### src/rtl/stbs_pkg.sv
package stbs_pkg;

  // Request opcodes
  localparam logic FUNC_WRITE  = 1'b0;
  localparam logic FUNC_LOOKUP = 1'b1;

  // Result status codes
  localparam logic [1:0] STATUS_FOUND     = 2'd0;
  localparam logic [1:0] STATUS_NOT_FOUND = 2'd1;
  localparam logic [1:0] STATUS_BAD_SIG   = 2'd2;

  // Register indexes (byte address / 4)
  localparam int unsigned REG_IDX_W = 2;
  localparam logic [REG_IDX_W-1:0] REG_ENTRY_COUNT        = 2'd0;
  localparam logic [REG_IDX_W-1:0] REG_DB_SIGNATURE       = 2'd1;
  localparam logic [REG_IDX_W-1:0] REG_EXPECTED_SIGNATURE = 2'd2;

  localparam int unsigned COUNT_W = 9;

  typedef struct packed {
    logic        func;
    logic [7:0]  entry_index;
    logic [31:0] key_id;
    logic [31:0] entry_size_in;
    logic [31:0] entry_offset_in;
  } request_t;

  typedef struct packed {
    logic [1:0]  status;
    logic [31:0] entry_size;
    logic [31:0] entry_offset;
  } result_t;

  typedef struct packed {
    logic [31:0] id;
    logic [31:0] size;
    logic [31:0] offset;
  } entry_t;

  typedef struct packed {
    logic [COUNT_W-1:0] entry_count;
    logic [31:0]        db_signature;
    logic [31:0]        expected_signature;
  } cfg_t;

  // Controller -> datapath
  typedef struct packed {
    logic       load;        // capture request
    logic       wr;          // write entry to table
    logic       init;        // start search, issue first probe
    logic       step;        // narrow range, issue next probe
    logic       emit;        // present result
    logic [1:0] emit_status;
  } dp_cmd_t;

  // Datapath -> controller
  typedef struct packed {
    logic func_lookup;
    logic sig_ok;
    logic count_zero;
    logic hit;           // probed id equals key
    logic range_empty;   // range after this probe holds nothing
  } dp_stat_t;

endpackage

### src/rtl/stbs_regs.sv
module stbs_regs
  import stbs_pkg::*;
(
  input  logic        clk,
  input  logic        rst,
  input  logic        psel,
  input  logic        penable,
  input  logic        pwrite,
  input  logic [3:0]  paddr,
  input  logic [31:0] pwdata,
  output logic [31:0] prdata,
  output logic        pready,
  output cfg_t        cfg
);

  logic                 wr_strobe;
  logic [REG_IDX_W-1:0] idx;

  assign pready    = 1'b1;
  assign wr_strobe = psel & penable & pwrite & pready;
  assign idx       = paddr[3:2];

  always_ff @(posedge clk) begin
    if (rst) begin
      cfg <= '0;
    end else if (wr_strobe) begin
      unique case (idx)
        REG_ENTRY_COUNT:        cfg.entry_count        <= pwdata[COUNT_W-1:0];
        REG_DB_SIGNATURE:       cfg.db_signature       <= pwdata;
        REG_EXPECTED_SIGNATURE: cfg.expected_signature <= pwdata;
        default: ;
      endcase
    end
  end

  always_comb begin
    unique case (idx)
      REG_ENTRY_COUNT:        prdata = {{(32-COUNT_W){1'b0}}, cfg.entry_count};
      REG_DB_SIGNATURE:       prdata = cfg.db_signature;
      REG_EXPECTED_SIGNATURE: prdata = cfg.expected_signature;
      default:                prdata = '0;
    endcase
  end

endmodule

### config.mk
export PLATFORM = sky130hd
export DESIGN_NAME = stbs_regs
export DESIGN_NICKNAME = d
export VERILOG_FILES = /design/src/rtl/stbs_pkg.sv /design/src/rtl/stbs_regs.sv
export SDC_FILE = /design/constraint.sdc
export NUM_CORES = 1
export LEC_CHECK = 0
export BUFFER_PORTS_ARGS = -buffer_cell sky130_fd_sc_hd__buf_4
export CAP_MARGIN = 5
export CORE_ASPECT_RATIO = 0.6
export CORE_UTILIZATION = 43
export CTS_CLUSTER_DIAMETER = 120
export DETAILED_ROUTE_END_ITERATION = 16
export PLACE_DENSITY = 0.76
export SLEW_MARGIN = 15
export SYNTH_ARGS = -nofsm -noshare
export SYNTH_HDL_FRONTEND = slang
export SYNTH_SLANG_ARGS = --single-unit
### constraint.sdc
create_clock -name clk -period 1 [get_ports clk]
set_input_delay 0.05 -clock clk [delete_from_list [all_inputs] [get_ports clk]]
set_output_delay 0.05 -clock clk [all_outputs]
set_load 0.005 [all_outputs]
==> results.sh, run 1 <==
export IMPL_ys_top_cells_by_area="sky130_fd_sc_hd__dfxtp_1, sky130_fd_sc_hd__mux2i_1, sky130_fd_sc_hd__nand2b_1"
export IMPL_design_portCount=147
export IMPL_power_density_cell_area_nw_per_um2=1332
export IMPL_worst_setup_path_end_kind="output port"
export IMPL_cp_max_fo=2
export IMPL_multi_input_comb_area_sq_um=1831
export IMPL_clock_skew_ns=0
export IMPL_core_area_sq_um=7537
export IMPL_first_iter_violations=153
export IMPL_finalMaxSlewViolations=0
export IMPL_layoutNonFillerInstCount=636
export IMPL_grt_ovfl_total=0
export IMPL_floorplan_die_area_sq_um=8432
export IMPL_cts_hold_buf=0
export IMPL_failed_checks="setup timing"
export IMPL_syn_avg_cell_area_sq_um=10.28
export IMPL_seq_area_frac_synth=0.4218
export IMPL_post_drt_via_cell_ratio=4.899
export IMPL_timing_hold_worst_class="in2reg"
export IMPL_clk_pin_slew_worst_paths_ns=0.06
export IMPL_n_antenna_cell=0
export IMPL_synth_ff_type="sky130_fd_sc_hd__dfxtp_1"
export IMPL_synth_warnings=0
export IMPL_postSynthCellCount=337
export IMPL_switching_share_of_power=0.2071
export IMPL_route_detailed_drc=0
export IMPL_clock_insertion_delay_worst_skew_ns=0.32
export IMPL_postSynth_asyncResetShare=0
export IMPL_post_place_cells=570
export IMPL_cts_sinks=73
export IMPL_critPathLaunchType="register"
export IMPL_finalSetupViolCount=32
export IMPL_row_count=24
export IMPL_share_of_power_burned_in_registers=0.407
export IMPL_fin_nets=569
export IMPL_dpl_worst_slack_ns=-0.1410
export IMPL_final_core_utilization=0.7284
export IMPL_ys_seq_elements=73
export IMPL_starting_density=0.4597
export IMPL_h_tree_depth=3
export IMPL_wire_length_of_the_first_global_routing_pass_um=16060
export IMPL_drive_gt1_frac=0.5451
export IMPL_die_h_um=71.53
export IMPL_crit_path_start="cfg[64]"
export IMPL_cp_data_required_time_ns=0.95
export IMPL_synthMostInstantiatedCell="sky130_fd_sc_hd__nand2b_1"
export IMPL_status="complete, but fails checks"
export IMPL_clock_fmax_mhz=944.0
export IMPL_largest_register_ffs=73
export IMPL_power_share_combinational=0.087
export IMPL_synthesis_nets=378
export IMPL_synth_top_cell_area_share=0.4218
export IMPL_timing_max_cap_violations=0
export IMPL_route_detailed_wl_per_inst_um=15.86
export IMPL_sequential_cell_area_in_the_final_layout_sq_um=1540
export IMPL_synth_common_cells="sky130_fd_sc_hd__nand2b_1, sky130_fd_sc_hd__mux2i_1, sky130_fd_sc_hd__dfxtp_1"
export IMPL_top_register="cfg"
export IMPL_arrival_time_at_the_worst_endpoint_ns=1.01
export IMPL_top_regs="cfg: 73 flops"
export IMPL_areaGrowthSynthToFinish_pct=58.47
export IMPL_antenna_found_initial=0
export IMPL_hpwl_um=6381
export IMPL_slew_limit_headroom=0.5015
export IMPL_ant_nets=0
export IMPL_tritoncts_num_buffers=9
export IMPL_drt_first_pass_iters=4
export IMPL_hold_ws_ns=0.01260
export IMPL_peak_supply_drop_uv=919.5
export IMPL_vias=3116
export IMPL_final_hold_viol_count=0
export IMPL_synth_lib_cells_used_distinct=17
export IMPL_worst_pin_slew_ns=0.7478
export IMPL_gr_usage_all_layers=0.2448
export IMPL_count_of_flip_flops_with_a_built_in_enable_after_synthesis=0
export IMPL_total_negative_slack_ns=-0.9773
export IMPL_fin_ws_ns=-0.05930
export IMPL_floorplan_die_width_um=117.9
export IMPL_nFillCells=564
export IMPL_hold_start="pwdata[28]"
export IMPL_drt_wl_total_um=10090
export IMPL_p_int_mw=5.797
export IMPL_cts_tree="built"
export IMPL_reg2reg_from="cfg[64]"
export IMPL_post_route_period_util=1.059
export IMPL_rsz0062_at_grt="yes"
export IMPL_maximum_buffer_depth_of_the_clock_tree=2
export IMPL_syn_area_sq_um=3465
export IMPL_synth_area_leader_cell="sky130_fd_sc_hd__dfxtp_1"
export IMPL_grt_max_degree=106
export IMPL_clock_root_buffer="sky130_fd_sc_hd__clkbuf_16"
export IMPL_grt_pass1_vias=3165
export IMPL_place_port_buffers=143
export IMPL_p_sw_mw=1.514
export IMPL_p_clk_frac=0.506
export IMPL_routabilityCongestion=0.7667
export IMPL_total_leakage_power_nw=2.712
export IMPL_critPathKind="reg2out"
export IMPL_post_route_min_period_ns=1.059
[repair_timing]
action	4_1_cts	5_1_grt
resized for setup	61	7
setup endpoints to repair	32	35
hold endpoints to repair	0	0
buffers inserted	49	2
pin swaps	2	5
[worst paths after layout]
kind	to	slack, ns	cells past startpoint
max	prdata[0]	-0.06	3
min	cfg[28]	0.01	3
max reg2reg	cfg[64]	0.27	3
min reg2reg	cfg[12]	0.48	2
[routing by layer]
metal,GRT usage,vias to the layer above,part of all wire
met4,0.06553,0,0.0070
met3,0.06210,8,0.056
met5,0,-,0
met2,0.4013,99,0.45
met1,0.3239,1485,0.49
li1,-,1524,-
[logic make-up after synthesis]
group / count (synthesis) / share of synthesized area
and+or+nand+nor: 120 / 0.2152
muxes: 82 / 0.2369
DFF: 73 / 0.4218
AOI/OAI and AO/OA: 32 / 0.07114
buffers and inverters: 29 / 0.05381
other: 1 / 0.001082
[stage by stage]
step	total power, mW	area [sq um]
finish	7.311	5490
global route	7.519	5490
CTS	7.365	5456
detailed placement	3.621	4662
global placement	3.612	4662
floorplan	3.333	3465
[critical path: stages, from the launching register on]
cell and delay [ns]:
sky130_fd_sc_hd__dfxtp_2 0.33, sky130_fd_sc_hd__mux2i_1 0.14, sky130_fd_sc_hd__o21ai_1 0.08, sky130_fd_sc_hd__buf_4 0.13
[area by class of cell]
cell class | count | area share
multi-input combinational | 235 | 0.3334
timing repair buffer | 209 | 0.2999
sequential | 73 | 0.2805
clock buffer | 10 | 0.04353
tap | 104 | 0.02370
clock inverter | 5 | 0.01892
[power by group through the flow]
stage	logic, mW	clock network (mW)	registers (mW)
final	0.634	3.70	2.98
after global routing	0.680	3.86	2.98
after CTS	0.628	3.76	2.97
after detailed placement	0.577	0	3.04
after global placement	0.569	0	3.04
after floorplan	0.294	0	3.04
[cell usage in the layout, fill, tap and decap left out, types with 5 or more instances in the layout]
cell type and n:
sky130_fd_sc_hd__dfxtp_1 12, sky130_fd_sc_hd__buf_12 5, sky130_fd_sc_hd__o21ai_1 9, sky130_fd_sc_hd__nand2_1 9, sky130_fd_sc_hd__nand2b_1 105, sky130_fd_sc_hd__mux2i_1 81
sky130_fd_sc_hd__buf_4 200, sky130_fd_sc_hd__clkbuf_16 9, sky130_fd_sc_hd__dfxtp_2 60, sky130_fd_sc_hd__a22o_1 23
Power figures use the tool's default switching activity.
==> inputs of run 2 (changes only) <==
--- a/config.mk
+++ b/config.mk
@@ -5,6 +5,7 @@
 export SDC_FILE = /design/constraint.sdc
 export NUM_CORES = 1
 export LEC_CHECK = 0
+export ABC_AREA = 1
 export BUFFER_PORTS_ARGS = -buffer_cell sky130_fd_sc_hd__buf_4
 export CAP_MARGIN = 5
 export CORE_ASPECT_RATIO = 0.6
==> run 2 against run 1 <==
Net effect:
- the flow still finishes with violations (setup timing)
- combinational power up 32%
- sequential share of layout area up 0.71 points
- area after synthesis increased by 1.9%
- die area grew 1.9%
- total power up 3.3%
- clock power barely moved
- global-route usage fell by 0.57 points
==> results.sh, run 2 <==
export IMPL_status="complete, but fails checks"
export IMPL_failed_checks="setup timing"
export IMPL_count_of_flip_flops_with_a_built_in_enable_after_synthesis=0
export IMPL_antenna_found_initial=0
export IMPL_routabilityCongestion=0.8412
export IMPL_floorplan_die_area_sq_um=8590
export IMPL_finalSetupViolCount=1
export IMPL_ys_top_cells_by_area="sky130_fd_sc_hd__dfxtp_1, sky130_fd_sc_hd__nand2_1, sky130_fd_sc_hd__nor2_1"
export IMPL_critPathKind="reg2out"
export IMPL_critPathLaunchType="register"
export IMPL_post_route_min_period_ns=1.004
export IMPL_drt_wl_total_um=10520
export IMPL_rsz0062_at_grt="yes"
export IMPL_final_hold_viol_count=0
export IMPL_reg2reg_setup_slack_ns=0.29
export IMPL_row_count=25
export IMPL_synthMostInstantiatedCell="sky130_fd_sc_hd__nand2_1"
export IMPL_place_port_buffers=143
export IMPL_postPlaceCellArea_sq_um=4711
export IMPL_hpwl_um=7071
export IMPL_dpl_worst_slack_ns=-0.0006633
export IMPL_syn_area_sq_um=3531
export IMPL_sequential_cell_area_in_the_final_layout_sq_um=1550
export IMPL_timing_max_cap_violations=0
export IMPL_largest_register_ffs=73
export IMPL_multi_input_comb_area_sq_um=1803
export IMPL_core_area_sq_um=7914
export IMPL_cp_data_required_time_ns=0.95
export IMPL_power_total_mw=7.556
export IMPL_drt_first_pass_iters=5
export IMPL_clock_skew_ns=0
export IMPL_top_register="cfg"
export IMPL_power_density_cell_area_nw_per_um2=1402
export IMPL_nFillCells=684
export IMPL_top_regs="cfg: 73 flops"
export IMPL_synth_common_cells="sky130_fd_sc_hd__nand2_1, sky130_fd_sc_hd__nor2_1, sky130_fd_sc_hd__nand3_1"
export IMPL_clock_root_buffer="sky130_fd_sc_hd__clkbuf_16"
export IMPL_arrival_time_at_the_worst_endpoint_ns=0.95
export IMPL_grt_ovfl_total=0
export IMPL_ant_nets=0
export IMPL_min_to="cfg[18]"
export IMPL_finalMaxSlewViolations=0
export IMPL_route_detailed_wl_per_inst_um=12.91
export IMPL_hold_start="pwdata[18]"
export IMPL_peak_supply_drop_uv=743.6
export IMPL_ys_seq_elements=73
export IMPL_die_h_um=72.19
export IMPL_cts_sinks=73
export IMPL_cts_tree="built"
export IMPL_n_antenna_cell=0
export IMPL_tritoncts_num_buffers=9
export IMPL_worst_setup_path_end_kind="output port"
export IMPL_post_route_period_util=1.004
export IMPL_synth_area_leader_cell="sky130_fd_sc_hd__dfxtp_1"
export IMPL_gr_usage_all_layers=0.2390
export IMPL_starting_density=0.4462
export IMPL_areaGrowthSynthToFinish_pct=52.66
export IMPL_h_tree_depth=3
export IMPL_timing_hold_worst_class="in2reg"
export IMPL_reg2reg_from="cfg[6]"
export IMPL_postSynthCellCount=553
export IMPL_synthesis_nets=594
export IMPL_clock_fmax_mhz=996.2
export IMPL_first_iter_violations=305
export IMPL_syn_avg_cell_area_sq_um=6.385
export IMPL_maximum_buffer_depth_of_the_clock_tree=2
export IMPL_grt_pass1_vias=3437
export IMPL_postSynth_asyncResetShare=0
export IMPL_r2r_cell_count=3
export IMPL_wire_length_of_the_first_global_routing_pass_um=16190
export IMPL_fin_nets=743
export IMPL_grt_max_degree=47
export IMPL_synth_warnings=0
export IMPL_postLayoutCellArea_sq_um=5390
export IMPL_clock_insertion_delay_worst_skew_ns=0.32
export IMPL_fin_ws_ns=-0.003850
export IMPL_timing_hold_worst_path_depth=5
export IMPL_synth_lib_cells_used_distinct=13
export IMPL_mostFrequentLayoutCell="sky130_fd_sc_hd__buf_4"
export IMPL_commonest_cells_after_routing_fill_and_taps_aside="sky130_fd_sc_hd__buf_4, sky130_fd_sc_hd__nand2_1, sky130_fd_sc_hd__nor2_1"
export IMPL_floorplan_die_width_um=119.0
export IMPL_post_drt_via_cell_ratio=4.858
export IMPL_synth_top_cell_area_share=0.4139
export IMPL_total_leakage_power_nw=2.775
export IMPL_clk_pin_slew_worst_paths_ns=0.06
export IMPL_r2r_end="cfg[6]"
export IMPL_cp_max_fo=3
export IMPL_vias=3959
export IMPL_drive_gt1_frac=0.4286
export IMPL_route_detailed_drc=0
export IMPL_seq_area_frac_synth=0.4139
export IMPL_design_portCount=147
export IMPL_synth_ff_type="sky130_fd_sc_hd__dfxtp_1"
==> run 2: cell types whose count changed in the layout (fill, tap and decap cells not counted), sizes merged, moves of 9 or more <==
cell / delta
nand2b: -105
mux2i: -82
inv: +36
nand2: +164
o21ai: -9
buf: -37
a22o: -23
nand3: +83
nor2: +152
==> run 2: how the worst max path moves through the flow <==
stage,start,to,slack (ns),cells after the start
2_1_floorplan,psel,cfg[66],0.21,6
3_5_place_dp,pwrite,cfg[49],-0.0007,6
6_report,cfg[8],prdata[8],-0.004,3
5_1_grt,cfg[61],prdata[29],-0.03,3
3_3_place_gp,pwrite,cfg[45],0.05,6
4_1_cts,cfg[38],prdata[6],0.001,3
==> run 2: worst max-delay path, stage by stage (launching register included) <==
cell and delay (ns):
sky130_fd_sc_hd__dfxtp_2 0.33, sky130_fd_sc_hd__nand2_1 0.09, sky130_fd_sc_hd__nand3_2 0.09, sky130_fd_sc_hd__buf_6 0.12
==> run 2: power by group <==
part	internal, mW	switching, mW	total, mW
combinational	0.388	0.449	0.837
clock	2.50	1.18	3.68
sequential	2.99	0.0553	3.04
total	5.87	1.68	7.56
==> run 2: cells by family (layout without fill, tap and decap cells) <==
kind of cell | after synthesis | after routing | share of synthesized area
buffers and inverters | 70 | 224 | 0.1102
flip-flops | 73 | 73 | 0.4139
other | 1 | 1 | 0.001062
AND/OR/NAND/NOR | 409 | 409 | 0.4748
==> run 2: area by class of cell <==
cell class              count  area share
inverters                  36     0.02507
multi-input cells         410      0.3345
repair buffers            172      0.2637
clock buffers              11     0.04503
flip-flops and latches     73      0.2876
clock inverters             5     0.01903
well taps                 108     0.02507
==> run 2: stage by stage <==
| step | utilization | hold WS (ns) | TNS [ns] | instances |
|---|---|---|---|---|
| after floorplan | - | 0.2325 | 0 | 553 |
| after global placement | 0.5953 | 0.3749 | 0 | 786 |
| after detailed placement | 0.5953 | 0.3852 | -0.0006633 | 786 |
| after CTS | 0.6500 | 0.04711 | 0 | 807 |
| after global routing | 0.6811 | 0.06617 | -0.1585 | 815 |
| final | 0.6811 | 0.05238 | -0.003850 | 815 |
==> run 2: timing repair <==
action,CTS,global route
pin swaps,3,14
hold buffers,0,0
buffers inserted,5,8
gates resized for setup,23,93
endpoints found under the setup margin,8,32
==> run 2: metal layers <==
layer	up-vias	part of all wire	track usage	routed length, um
met5	-	0	0	0
met4	0	0.012	0.06470	130
met3	18	0.089	0.06840	935
met2	181	0.47	0.3953	4902
met1	1777	0.43	0.3079	4550
li1	1983	-	-	-
