<file path="src/rtl/stbs_pkg.sv">
package stbs_pkg;

  // Request opcodes
  localparam logic FUNC_WRITE  = 1'b0;
  localparam logic FUNC_LOOKUP = 1'b1;

  // Result status codes
  localparam logic [1:0] STATUS_FOUND     = 2'd0;
  localparam logic [1:0] STATUS_NOT_FOUND = 2'd1;
  localparam logic [1:0] STATUS_BAD_SIG   = 2'd2;

  // Register indexes (byte address / 4)
  localparam int unsigned REG_IDX_W = 2;
  localparam logic [REG_IDX_W-1:0] REG_ENTRY_COUNT        = 2'd0;
  localparam logic [REG_IDX_W-1:0] REG_DB_SIGNATURE       = 2'd1;
  localparam logic [REG_IDX_W-1:0] REG_EXPECTED_SIGNATURE = 2'd2;

  localparam int unsigned COUNT_W = 9;

  typedef struct packed {
    logic        func;
    logic [7:0]  entry_index;
    logic [31:0] key_id;
    logic [31:0] entry_size_in;
    logic [31:0] entry_offset_in;
  } request_t;

  typedef struct packed {
    logic [1:0]  status;
    logic [31:0] entry_size;
    logic [31:0] entry_offset;
  } result_t;

  typedef struct packed {
    logic [31:0] id;
    logic [31:0] size;
    logic [31:0] offset;
  } entry_t;

  typedef struct packed {
    logic [COUNT_W-1:0] entry_count;
    logic [31:0]        db_signature;
    logic [31:0]        expected_signature;
  } cfg_t;

  // Controller -> datapath
  typedef struct packed {
    logic       load;        // capture request
    logic       wr;          // write entry to table
    logic       init;        // start search, issue first probe
    logic       step;        // narrow range, issue next probe
    logic       emit;        // present result
    logic [1:0] emit_status;
  } dp_cmd_t;

  // Datapath -> controller
  typedef struct packed {
    logic func_lookup;
    logic sig_ok;
    logic count_zero;
    logic hit;           // probed id equals key
    logic range_empty;   // range after this probe holds nothing
  } dp_stat_t;

endpackage

</file>
<file path="src/rtl/stbs_ctrl.sv">
module stbs_ctrl
  import stbs_pkg::*;
(
  input  logic     clk,
  input  logic     rst,
  input  logic     start,
  output logic     busy,
  input  dp_stat_t stat,
  output dp_cmd_t  cmd
);

  typedef enum logic [2:0] {
    S_IDLE     = 3'b001,
    S_DISPATCH = 3'b010,
    S_PROBE    = 3'b100
  } state_t;

  state_t state, state_next;

  always_ff @(posedge clk) begin
    if (rst) begin
      state <= S_IDLE;
    end else begin
      state <= state_next;
    end
  end

  assign busy = (state != S_IDLE);

  always_comb begin
    state_next = state;
    cmd        = '0;
    unique case (state)
      S_IDLE: begin
        if (start) begin
          cmd.load   = 1'b1;
          state_next = S_DISPATCH;
        end
      end
      S_DISPATCH: begin
        state_next = S_IDLE;
        priority if (!stat.func_lookup) begin
          cmd.wr = 1'b1;
        end else if (!stat.sig_ok) begin
          cmd.emit        = 1'b1;
          cmd.emit_status = STATUS_BAD_SIG;
        end else if (stat.count_zero) begin
          cmd.emit        = 1'b1;
          cmd.emit_status = STATUS_NOT_FOUND;
        end else begin
          cmd.init   = 1'b1;
          state_next = S_PROBE;
        end
      end
      S_PROBE: begin
        priority if (stat.hit) begin
          cmd.emit        = 1'b1;
          cmd.emit_status = STATUS_FOUND;
          state_next      = S_IDLE;
        end else if (stat.range_empty) begin
          cmd.emit        = 1'b1;
          cmd.emit_status = STATUS_NOT_FOUND;
          state_next      = S_IDLE;
        end else begin
          cmd.step = 1'b1;
        end
      end
      default: state_next = S_IDLE;
    endcase
  end

endmodule

</file>
<file path="config.mk">
export PLATFORM = sky130hd
export DESIGN_NAME = stbs_ctrl
export DESIGN_NICKNAME = d
export VERILOG_FILES = /design/src/rtl/stbs_pkg.sv /design/src/rtl/stbs_ctrl.sv
export SDC_FILE = /design/constraint.sdc
export NUM_CORES = 1
export LEC_CHECK = 0
export BUFFER_PORTS_ARGS = -buffer_cell sky130_fd_sc_hd__buf_2
export CAP_MARGIN = 0
export CORE_AREA = 2 2 39 41
export DETAILED_ROUTE_END_ITERATION = 12
export DIE_AREA = 0 0 41 43
export SYNTH_ARGS = -nofsm -noshare
export SYNTH_HDL_FRONTEND = slang
export SYNTH_SLANG_ARGS = --single-unit
export TNS_END_PERCENT = 1
</file>
<file path="constraint.sdc">
create_clock -name clk -period 1.1 [get_ports clk]
set_clock_uncertainty 0.1 [all_clocks]
set_input_delay 0.165 -clock clk [delete_from_list [all_inputs] [get_ports clk]]
set_output_delay 0.165 -clock clk [all_outputs]
set_load 0.05 [all_outputs]
</file>
==> results of run 1 <==
==> through the flow <==
step	setup slack [ns]	power [mW]	hold slack, ns	cell area, sq um
3_3_place_gp	-0.413	0.260	0.251	428
3_5_place_dp	-0.438	0.263	0.252	428
5_1_grt	-0.636	0.530	-0.00450	543
6_report	-0.583	0.493	0.00601	543
2_1_floorplan	-0.457	0.200	0.142	250
4_1_cts	-0.589	0.486	0.00621	526
==> logic make-up after synthesis <==
family                 synth area share [%]
and+or+nand+nor                        43.7
AOI/OAI and AO/OA                      20.3
DFF                                    30.4
buffers and inverters                  5.70
==> worst max-delay path: stages, from the launching register on <==
cell	delay (ns)
dfxtp_2	0.32
or3b_4	0.44
o32ai_4	0.23
buf_6	0.19
==> metal layers <==
metal	share of wire, %	track usage [%]	up-vias
li1	-	-	149
met1	36	11.9	128
met2	53	16.6	15
met3	9.0	4.71	2
met4	1.2	6.00	0
met5	0	0	-
==> power by group through the flow <==
stage | clock [mW] | sequential, mW | combinational (mW)
3_5_place_dp | 0 | 0.124 | 0.139
5_1_grt | 0.219 | 0.125 | 0.185
2_1_floorplan | 0 | 0.123 | 0.0777
6_report | 0.195 | 0.124 | 0.173
3_3_place_gp | 0 | 0.123 | 0.138
4_1_cts | 0.201 | 0.124 | 0.162
==> cell type report <==
class,instances,share of cell area (%)
timing repair buffer,26,38.9
multi-input combinational,19,38.5
sequential,3,11.5
clock buffer,4,4.84
tap,16,3.69
inverter,3,2.53
==> what timing repair did <==
item                                    CTS  global route
endpoints found under the setup margin   11            11
pin swaps                                 3             0
gates resized for setup                  19             7
==> worst max path at each step <==
stage | end | slack (ns)
2_1_floorplan | cmd[5] | -0.46
5_1_grt | cmd[0] | -0.64
4_1_cts | cmd[0] | -0.59
6_report | cmd[0] | -0.58
3_3_place_gp | cmd[0] | -0.41
3_5_place_dp | cmd[0] | -0.44
==> cells in the final DEF, fill, tap and decap left out, types with 2 or more instances in the layout <==
cell and count:
buf_4 11, buf_2 7, buf_6 7, clkbuf_4 3
nand2b_1 2, nor2_2 2, inv_1 2, o32ai_4 2
dfxtp_2 2
==> impl_metrics.env, run 1 <==
export IMPL_num_nets_final=64
export IMPL_hold_depth=2
export IMPL_reg_top3="state: 3 flops"
export IMPL_cp_startpoint="state[0]"
export IMPL_synth_nets=33
export IMPL_synth_most_common_cell="nor2_1"
export IMPL_synth_top_area_share_pct=30.4
export IMPL_top_register="state"
export IMPL_hp_start="rst"
export IMPL_min_period_ns=1.68
export IMPL_cts_root_buf="clkbuf_4"
export IMPL_cts_tree="built"
export IMPL_reg2reg_setup_slack_ns=-0.34
export IMPL_async_reset_ff_share_pct=0
export IMPL_max_cap_violations=0
export IMPL_drc=0
export IMPL_power_switching_mw=0.163
export IMPL_p_seq_share_pct=25.2
export IMPL_synth_cells=25
export IMPL_peakVddDrop_uv=530
export IMPL_grt_max_degree=5
export IMPL_endpoint_kind="output port"
export IMPL_critPathLaunchType="register"
export IMPL_synthToLayoutAreaGrowth_pct=175
export IMPL_run_status="complete, but fails checks"
export IMPL_tightestPinTransition_ns=0.204
export IMPL_p_clk_share_pct=39.6
export IMPL_slew_headroom_pct=86.4
export IMPL_critPathArrivalTime_ns=1.42
export IMPL_cts_buffer_depth=2
export IMPL_clkLatencyLatePin_ns=0.23
export IMPL_largest_register_ffs=3
export IMPL_synth_edf_count=0
export IMPL_ios=16
export IMPL_syn_cell_area_sq_um=198
export IMPL_fill_cells=147
export IMPL_rsz0062_at_grt="yes"
export IMPL_worstReg2RegEnd="state[2]"
export IMPL_hold_buffers=0
export IMPL_tns_ns=-4.46
export IMPL_sw_frac_of_total_pct=33.0
export IMPL_rr_worst_depth=4
export IMPL_numCtsBuffers=3
export IMPL_synth_area_per_cell_sq_um=7.91
export IMPL_hold_violations=0
export IMPL_max_freq_mhz=594
export IMPL_fin_util_pct=39.2
export IMPL_comb_power_share_pct=35.2
export IMPL_crit_type="reg -> out"
export IMPL_avgRoutedWirePerCell_um=9.70
export IMPL_ys_warn_count=0
export IMPL_synth_seq_cells=3
export IMPL_ant_nets=0
export IMPL_finalSetupViolations=10
export IMPL_htreeDepth=1
export IMPL_routed_wl_um=689
export IMPL_dieHeight_um=43
export IMPL_vias=294
export IMPL_synthTopCellsByCount="4 x nor2_1, 3 x dfxtp_1, 3 x inv_1"
export IMPL_violations="setup timing"
export IMPL_dp_hpwl_um=541
export IMPL_cts_setup_buffers=0
export IMPL_reg2reg_from="state[0]"
export IMPL_grt_overflow_total=0
export IMPL_clkSinkCount=3
export IMPL_first_global_vias=315
export IMPL_ys_seq_area_share_pct=30.4
export IMPL_port_buffers=15
export IMPL_min_path_type="in -> reg"
export IMPL_power_internal_mw=0.330
export IMPL_grt_usage_pct=10.8
export IMPL_finalMaxSlewViolations=0
export IMPL_p_leak_nw=0.231
export IMPL_antennaDiodeCount=0
export IMPL_drt_iter0_drc=0
export IMPL_clk_pin_slew_ns=0.04
export IMPL_multiInputGateArea_sq_um=209
export IMPL_ys_flop_type="dfxtp_1"
export IMPL_grt_pass1_wl_um=1240
export IMPL_core_area_sq_um=1380
export IMPL_synth_cell_types=15
export IMPL_num_rows=14
export IMPL_worstHoldEndpoint="state[1]"
export IMPL_regArea_sq_um=62.6
export IMPL_synth_area_leaders="dfxtp_1 30%, o32ai_2 8.2%, nor2_1 7.6%, nand2b_1 6.3%, inv_1 5.7%"
export IMPL_layout_drive_gt1_share_pct=78.2
export IMPL_fin_crit_sh_pct=153
export IMPL_antenna_found_initial=0
export IMPL_cp_max_fo=4
export IMPL_final_cell_count_no_fill=71
export IMPL_viasPerCell=4.14
export IMPL_synth_top_area_cell="dfxtp_1"
export IMPL_worst_ep_required_time_ns=0.83
export IMPL_fin_ws_ns=-0.583
export IMPL_drt_first_pass_iters=1
export IMPL_die_area_sq_um=1760
export IMPL_chipWidth_um=41
export IMPL_placed_cells=67
export IMPL_initial_core_util_pct=14.3
export IMPL_gp_congestion=0.705
export IMPL_power_density_nw_per_um2=908
(Power assumes the default switching activity.)
==> run 2: changes to the inputs <==
--- a/config.mk
+++ b/config.mk
@@ -7,9 +7,13 @@
 export LEC_CHECK = 0
 export BUFFER_PORTS_ARGS = -buffer_cell sky130_fd_sc_hd__buf_2
 export CAP_MARGIN = 0
+export CELL_PAD_IN_SITES_DETAIL_PLACEMENT = 1
+export CELL_PAD_IN_SITES_GLOBAL_PLACEMENT = 1
 export CORE_AREA = 2 2 39 41
 export DETAILED_ROUTE_END_ITERATION = 12
 export DIE_AREA = 0 0 41 43
+export GPL_TIMING_DRIVEN = 0
+export PLACE_DENSITY_LB_ADDON = 0.1
 export SYNTH_ARGS = -nofsm -noshare
 export SYNTH_HDL_FRONTEND = slang
 export SYNTH_SLANG_ARGS = --single-unit
==> run 2 against run 1 <==
  * The flow still finishes with violations (setup timing)
  * Sequential power about the same
  * Combinational power decreased by 24%
  * Clock power about the same
  * Fmax decreased by 0.51%
  * Core utilization decreased by 5.9 points
  * First-iteration DRC count increased by 3
  * Critical path depth unchanged
  * Highest routed layer unchanged
==> impl_metrics.env, run 2 (synthesized netlist as in run 1, its figures left out) <==
export IMPL_dieHeight_um=43
export IMPL_routed_wl_um=702
export IMPL_peakVddDrop_uv=436
export IMPL_finalSetupViolations=10
export IMPL_ios=16
export IMPL_critPathLaunchType="register"
export IMPL_num_rows=14
export IMPL_final_cell_mix="8 x buf_2, 6 x buf_6, 3 x clkbuf_4, 3 x buf_4, 3 x dfxtp_2"
export IMPL_first_global_vias=286
export IMPL_stdcell_area_sq_um=462
export IMPL_crit_type="reg -> out"
export IMPL_hold_violations=0
export IMPL_clkSinkCount=3
export IMPL_viasPerCell=4.30
export IMPL_met2_usage_pct=14.1
export IMPL_rsz0062_at_grt="yes"
export IMPL_core_area_sq_um=1380
export IMPL_violations="setup timing"
export IMPL_max_freq_mhz=591
export IMPL_htreeDepth=1
export IMPL_cp_startpoint="state[2]"
export IMPL_min_path_type="in -> reg"
export IMPL_largest_register_ffs=3
export IMPL_p_leak_nw=0.192
export IMPL_run_status="complete, but fails checks"
export IMPL_worstHoldEndpoint="state[1]"
export IMPL_reg2reg_from="state[2]"
export IMPL_final_common_cell="buf_2"
export IMPL_busiest_layer="met2"
export IMPL_grt_pass1_wl_um=1130
export IMPL_vias=271
export IMPL_hp_start="start"
export IMPL_placed_area_sq_um=345
export IMPL_clkLatencyLatePin_ns=0.23
export IMPL_cts_tree="built"
export IMPL_reg_top3="state: 3 flops"
export IMPL_port_buffers=15
export IMPL_top_register="state"
export IMPL_clk_pin_slew_ns=0.04
export IMPL_power_density_nw_per_um2=982
export IMPL_fin_ws_ns=-0.591
export IMPL_grt_max_degree=6
export IMPL_worstReg2RegEnd="state[0]"
export IMPL_finalMaxSlewViolations=0
export IMPL_cts_buffer_depth=2
export IMPL_fin_crit_sh_pct=154
export IMPL_layout_drive_gt1_share_pct=74.5
export IMPL_drc=0
export IMPL_antenna_found_initial=0
export IMPL_cts_root_buf="clkbuf_4"
export IMPL_grt_overflow_total=0
export IMPL_synthToLayoutAreaGrowth_pct=134
export IMPL_hold_depth=3
export IMPL_hold_ws_ns=0.157
export IMPL_tightestPinTransition_ns=0.245
export IMPL_dp_hpwl_um=515
export IMPL_drt_first_pass_iters=2
export IMPL_endpoint_kind="output port"
export IMPL_grt_usage_pct=9.91
export IMPL_min_period_ns=1.69
export IMPL_worst_ep_required_time_ns=0.83
export IMPL_die_area_sq_um=1760
export IMPL_slew_headroom_pct=83.7
export IMPL_initial_core_util_pct=14.3
export IMPL_rr_worst_depth=3
export IMPL_numCtsBuffers=3
export IMPL_avgRoutedWirePerCell_um=11.1
export IMPL_chipWidth_um=41
export IMPL_ant_nets=0
export IMPL_gr_usage_met1_pct=11.5
export IMPL_grtUsageMet3_pct=1.57
export IMPL_antennaDiodeCount=0
export IMPL_gp_congestion=0.634
export IMPL_fin_total_pwr_mw=0.454
export IMPL_num_nets_final=56
export IMPL_critPathArrivalTime_ns=1.43
export IMPL_fin_util_pct=33.4
export IMPL_drt_iter0_drc=3
export IMPL_max_cap_violations=0
export IMPL_reg2reg_setup_slack_ns=-0.29
export IMPL_cp_max_fo=4
run 2: area by class of cell:
| type | instances | area (sq um) |
|---|---|---|
| Clock buffer | 4 | 26.3 |
| Fill cell | 165 | 922 |
| Inverter | 3 | 11.3 |
| Multi-Input combinational cell | 19 | 200 |
| Sequential cell | 3 | 63.8 |
| Tap cell | 16 | 20.0 |
| Timing Repair Buffer | 18 | 140 |
run 2: metrics by stage:
stage	TNS, ns	cells	worst slack [ns]
2_1_floorplan	-3.45	25	-0.457
3_3_place_gp	-3.11	56	-0.471
3_5_place_dp	-3.38	56	-0.495
4_1_cts	-4.01	63	-0.600
5_1_grt	-4.70	63	-0.640
6_report	-3.92	63	-0.591
run 2: metal layers:
metal	part of all wire, %	wire length, um
met3	6.6	46
met5	0	0
met1	39	274
met2	49	347
met4	4.8	34
run 2: worst max-delay path by stage:
stage / to / slack (ns)
floorplan: cmd[5] / -0.46
global placement: cmd[2] / -0.47
detailed placement: cmd[2] / -0.49
CTS: cmd[0] / -0.60
global route: cmd[0] / -0.64
finish: cmd[0] / -0.59
run 2: where the power goes:
part | switching, mW | leakage [nW] | internal, mW
clock | 0.0591 | 0.0150 | 0.136
sequential | 0.00868 | 0.0252 | 0.118
combinational | 0.0845 | 0.152 | 0.0476
total | 0.152 | 0.192 | 0.301
run 2: worst max-delay path, stage by stage (launching register included):
cell	delay (ns)
dfxtp_2	0.34
or3b_4	0.44
o32ai_4	0.23
buf_6	0.19
run 2: what timing repair did:
item | in CTS | in global routing
gates resized for setup | 20 | 0
hold buffers | 1 | 0
pin swaps | 3 | 0
setup buffers | 2 | 0
hold endpoints to repair | 1 | 0
endpoints found under the setup margin | 11 | 11
==> run 3: changes to the inputs <==
--- a/config.mk
+++ b/config.mk
@@ -5,13 +5,14 @@
 export SDC_FILE = /design/constraint.sdc
 export NUM_CORES = 1
 export LEC_CHECK = 0
-export BUFFER_PORTS_ARGS = -buffer_cell sky130_fd_sc_hd__buf_2
+export ABC_AREA = 1
 export CAP_MARGIN = 0
 export CELL_PAD_IN_SITES_DETAIL_PLACEMENT = 1
 export CELL_PAD_IN_SITES_GLOBAL_PLACEMENT = 1
 export CORE_AREA = 2 2 39 41
 export DETAILED_ROUTE_END_ITERATION = 12
 export DIE_AREA = 0 0 41 43
+export DONT_BUFFER_PORTS = 1
 export GPL_TIMING_DRIVEN = 0
 export PLACE_DENSITY_LB_ADDON = 0.1
 export SYNTH_ARGS = -nofsm -noshare
==> run 3 against run 2 <==
  * The run still ends with setup timing left
  * Sequential power grew 4%
  * Register-to-register slack improved by 0.29 ns
  * Non-clock buffer count shrank 15
  * Synthesized cell count grew 44%
  * Die area unchanged
  * Via count shrank 9.6%
  * Critical path depth unchanged
  * Flip-flop and latch count did not move
  * Clock power about the same
  * Largest cell class unchanged
  * Largest power group unchanged
  * Highest routed layer is now met3
==> impl_metrics.env, run 3 <==
export IMPL_synth_nets=44
export IMPL_max_freq_mhz=662
export IMPL_hold_violations=0
export IMPL_synthToLayoutAreaGrowth_pct=69.7
export IMPL_power_density_nw_per_um2=1170
export IMPL_clk_pin_slew_ns=0.04
export IMPL_violations="setup timing"
export IMPL_endpoint_kind="output port"
export IMPL_grt_usage_pct=9.83
export IMPL_fin_crit_sh_pct=137
export IMPL_die_area_sq_um=1760
export IMPL_wl_met3_um=59
export IMPL_synth_area_leaders="dfxtp_1 27%, inv_1 12%, nor2_1 12%, nand2_1 10%, nand2_2 8.6%"
export IMPL_final_cell_mix="5 x nand2_1, 4 x nor2_1, 4 x inv_1"
export IMPL_ant_nets=0
export IMPL_critPathArrivalTime_ns=1.25
export IMPL_reg_top3="state: 3 flops"
export IMPL_synthTopCellsByCount="7 x inv_1, 7 x nor2_1, 6 x nand2_1"
export IMPL_highest_signal_layer="met3"
export IMPL_port_buffers=0
export IMPL_initial_core_util_pct=15.8
export IMPL_layout_drive_gt1_share_pct=58.1
export IMPL_max_cap_violations=0
export IMPL_grt_max_degree=6
export IMPL_tns_ns=-2.57
export IMPL_slew_headroom_pct=63.4
export IMPL_chipWidth_um=41
export IMPL_synth_seq_cells=3
export IMPL_ios=16
export IMPL_fin_ws_ns=-0.410
export IMPL_antennaDiodeCount=0
export IMPL_gp_congestion=0.568
export IMPL_tightestPinTransition_ns=0.548
export IMPL_wl_met2_um=306
export IMPL_placed_area_sq_um=302
export IMPL_numCtsBuffers=3
export IMPL_avgRoutedWirePerCell_um=10.1
export IMPL_m1WireLength_um=230
export IMPL_cts_tree="built"
export IMPL_critPathLaunchType="register"
export IMPL_synth_top_area_cell="dfxtp_1"
export IMPL_synth_cell_types=12
export IMPL_stdcell_area_sq_um=372
export IMPL_reg2reg_setup_slack_ns=0
export IMPL_cts_root_buf="clkbuf_4"
export IMPL_synth_top_area_share_pct=27.4
export IMPL_ys_seq_area_share_pct=27.4
export IMPL_rsz0062_at_grt="yes"
export IMPL_syn_cell_area_sq_um=219
export IMPL_drc=0
export IMPL_finalSetupViolations=9
export IMPL_cp_max_fo=5
export IMPL_routed_wl_um=597
export IMPL_drt_first_pass_iters=1
export IMPL_min_period_ns=1.51
export IMPL_final_common_cell="nand2_1"
export IMPL_first_global_vias=269
export IMPL_antenna_found_initial=0
export IMPL_htreeDepth=1
export IMPL_vias=245
export IMPL_ys_flop_type="dfxtp_1"
export IMPL_clkSinkCount=3
export IMPL_largest_register_ffs=3
export IMPL_synth_edf_count=0
export IMPL_dp_hpwl_um=477
export IMPL_finalMaxSlewViolations=0
export IMPL_drt_iter0_drc=0
export IMPL_worst_ep_required_time_ns=0.83
export IMPL_viasPerCell=4.15
export IMPL_min_path_type="in -> reg"
export IMPL_grt_overflow_total=0
export IMPL_crit_type="reg -> out"
export IMPL_core_area_sq_um=1380
export IMPL_num_nets_final=52
export IMPL_cts_buffer_depth=2
export IMPL_async_reset_ff_share_pct=0
export IMPL_synth_area_per_cell_sq_um=6.08
export IMPL_ys_warn_count=0
export IMPL_grt_pass1_wl_um=1080
export IMPL_dieHeight_um=43
export IMPL_peakVddDrop_uv=491
export IMPL_p_leak_nw=0.144
export IMPL_run_status="complete, but fails checks"
export IMPL_clkLatencyLatePin_ns=0.23
export IMPL_num_rows=14
export IMPL_top_register="state"
export IMPL_synth_cells=36
## run 3: cell count changes in the layout (fill, tap and decap cells not counted), sizes merged, moves of 3 or more
cell and change:
buf -15, nand2 +8, nor2 +4, nand3 +3
## run 3: stage by stage
stage	total power [mW]	utilization [%]	cells	setup WS (ns)	hold slack [ns]
after global routing	0.472	26.9	59	-0.475	0.0365
after global placement	0.228	21.8	52	-0.221	0.131
final	0.434	26.9	59	-0.410	0.00933
after CTS	0.440	26.7	59	-0.418	0.00543
after detailed placement	0.230	21.8	52	-0.230	0.130
after floorplan	0.221	-	36	-0.162	0.127
## run 3: routing by layer
layer	up-vias	track usage [%]
met2	11	12.8
met3	0	4.71
li1	124	-
met1	110	9.62
met5	-	0
met4	0	12.0
## run 3: area by class of cell
type	count	area (sq um)
fillers	172	1010
flip-flops and latches	3	63.8
multi-input cells	26	203
clock buffers	4	26.3
repair buffers	3	25.0
well taps	16	20.0
inverters	7	33.8
## run 3: worst paths after layout
path / endpoint / cells past startpoint / start
setup / recovery: cmd[6] / 3 / state[1]
hold / removal: state[0] / 3 / start
setup reg to reg: state[0] / 5 / state[1]
hold reg to reg: state[2] / 3 / state[1]
## run 3: critical path, cell delays in order (launching register included)
cell and delay (ns):
dfxtp_2 0.33, nor2_1 0.18, nand2_4 0.19, nor2_4 0.31
## run 3: report_power, final
| part | internal [mW] | switching (mW) |
|---|---|---|
| sequential | 0.118 | 0.0133 |
| clock | 0.136 | 0.0579 |
| combinational | 0.0286 | 0.0802 |
## run 3: what timing repair did
action,CTS,global route
setup buffers,2,0
endpoints found under the hold margin,2,0
hold buffers,1,0
gates resized for setup,7,1
setup endpoints to repair,9,10
pin swaps,6,0
## run 3: logic make-up (layout without fill, tap and decap cells)
kind of cell           count (synthesis)  in the layout  share of synthesized area, %
and+or+nand+nor                       22             22                          45.1
buffers and inverters                  7             14                          12.0
DFF                                    3              3                          27.4
AOI/OAI and AO/OA                      4              4                          15.4
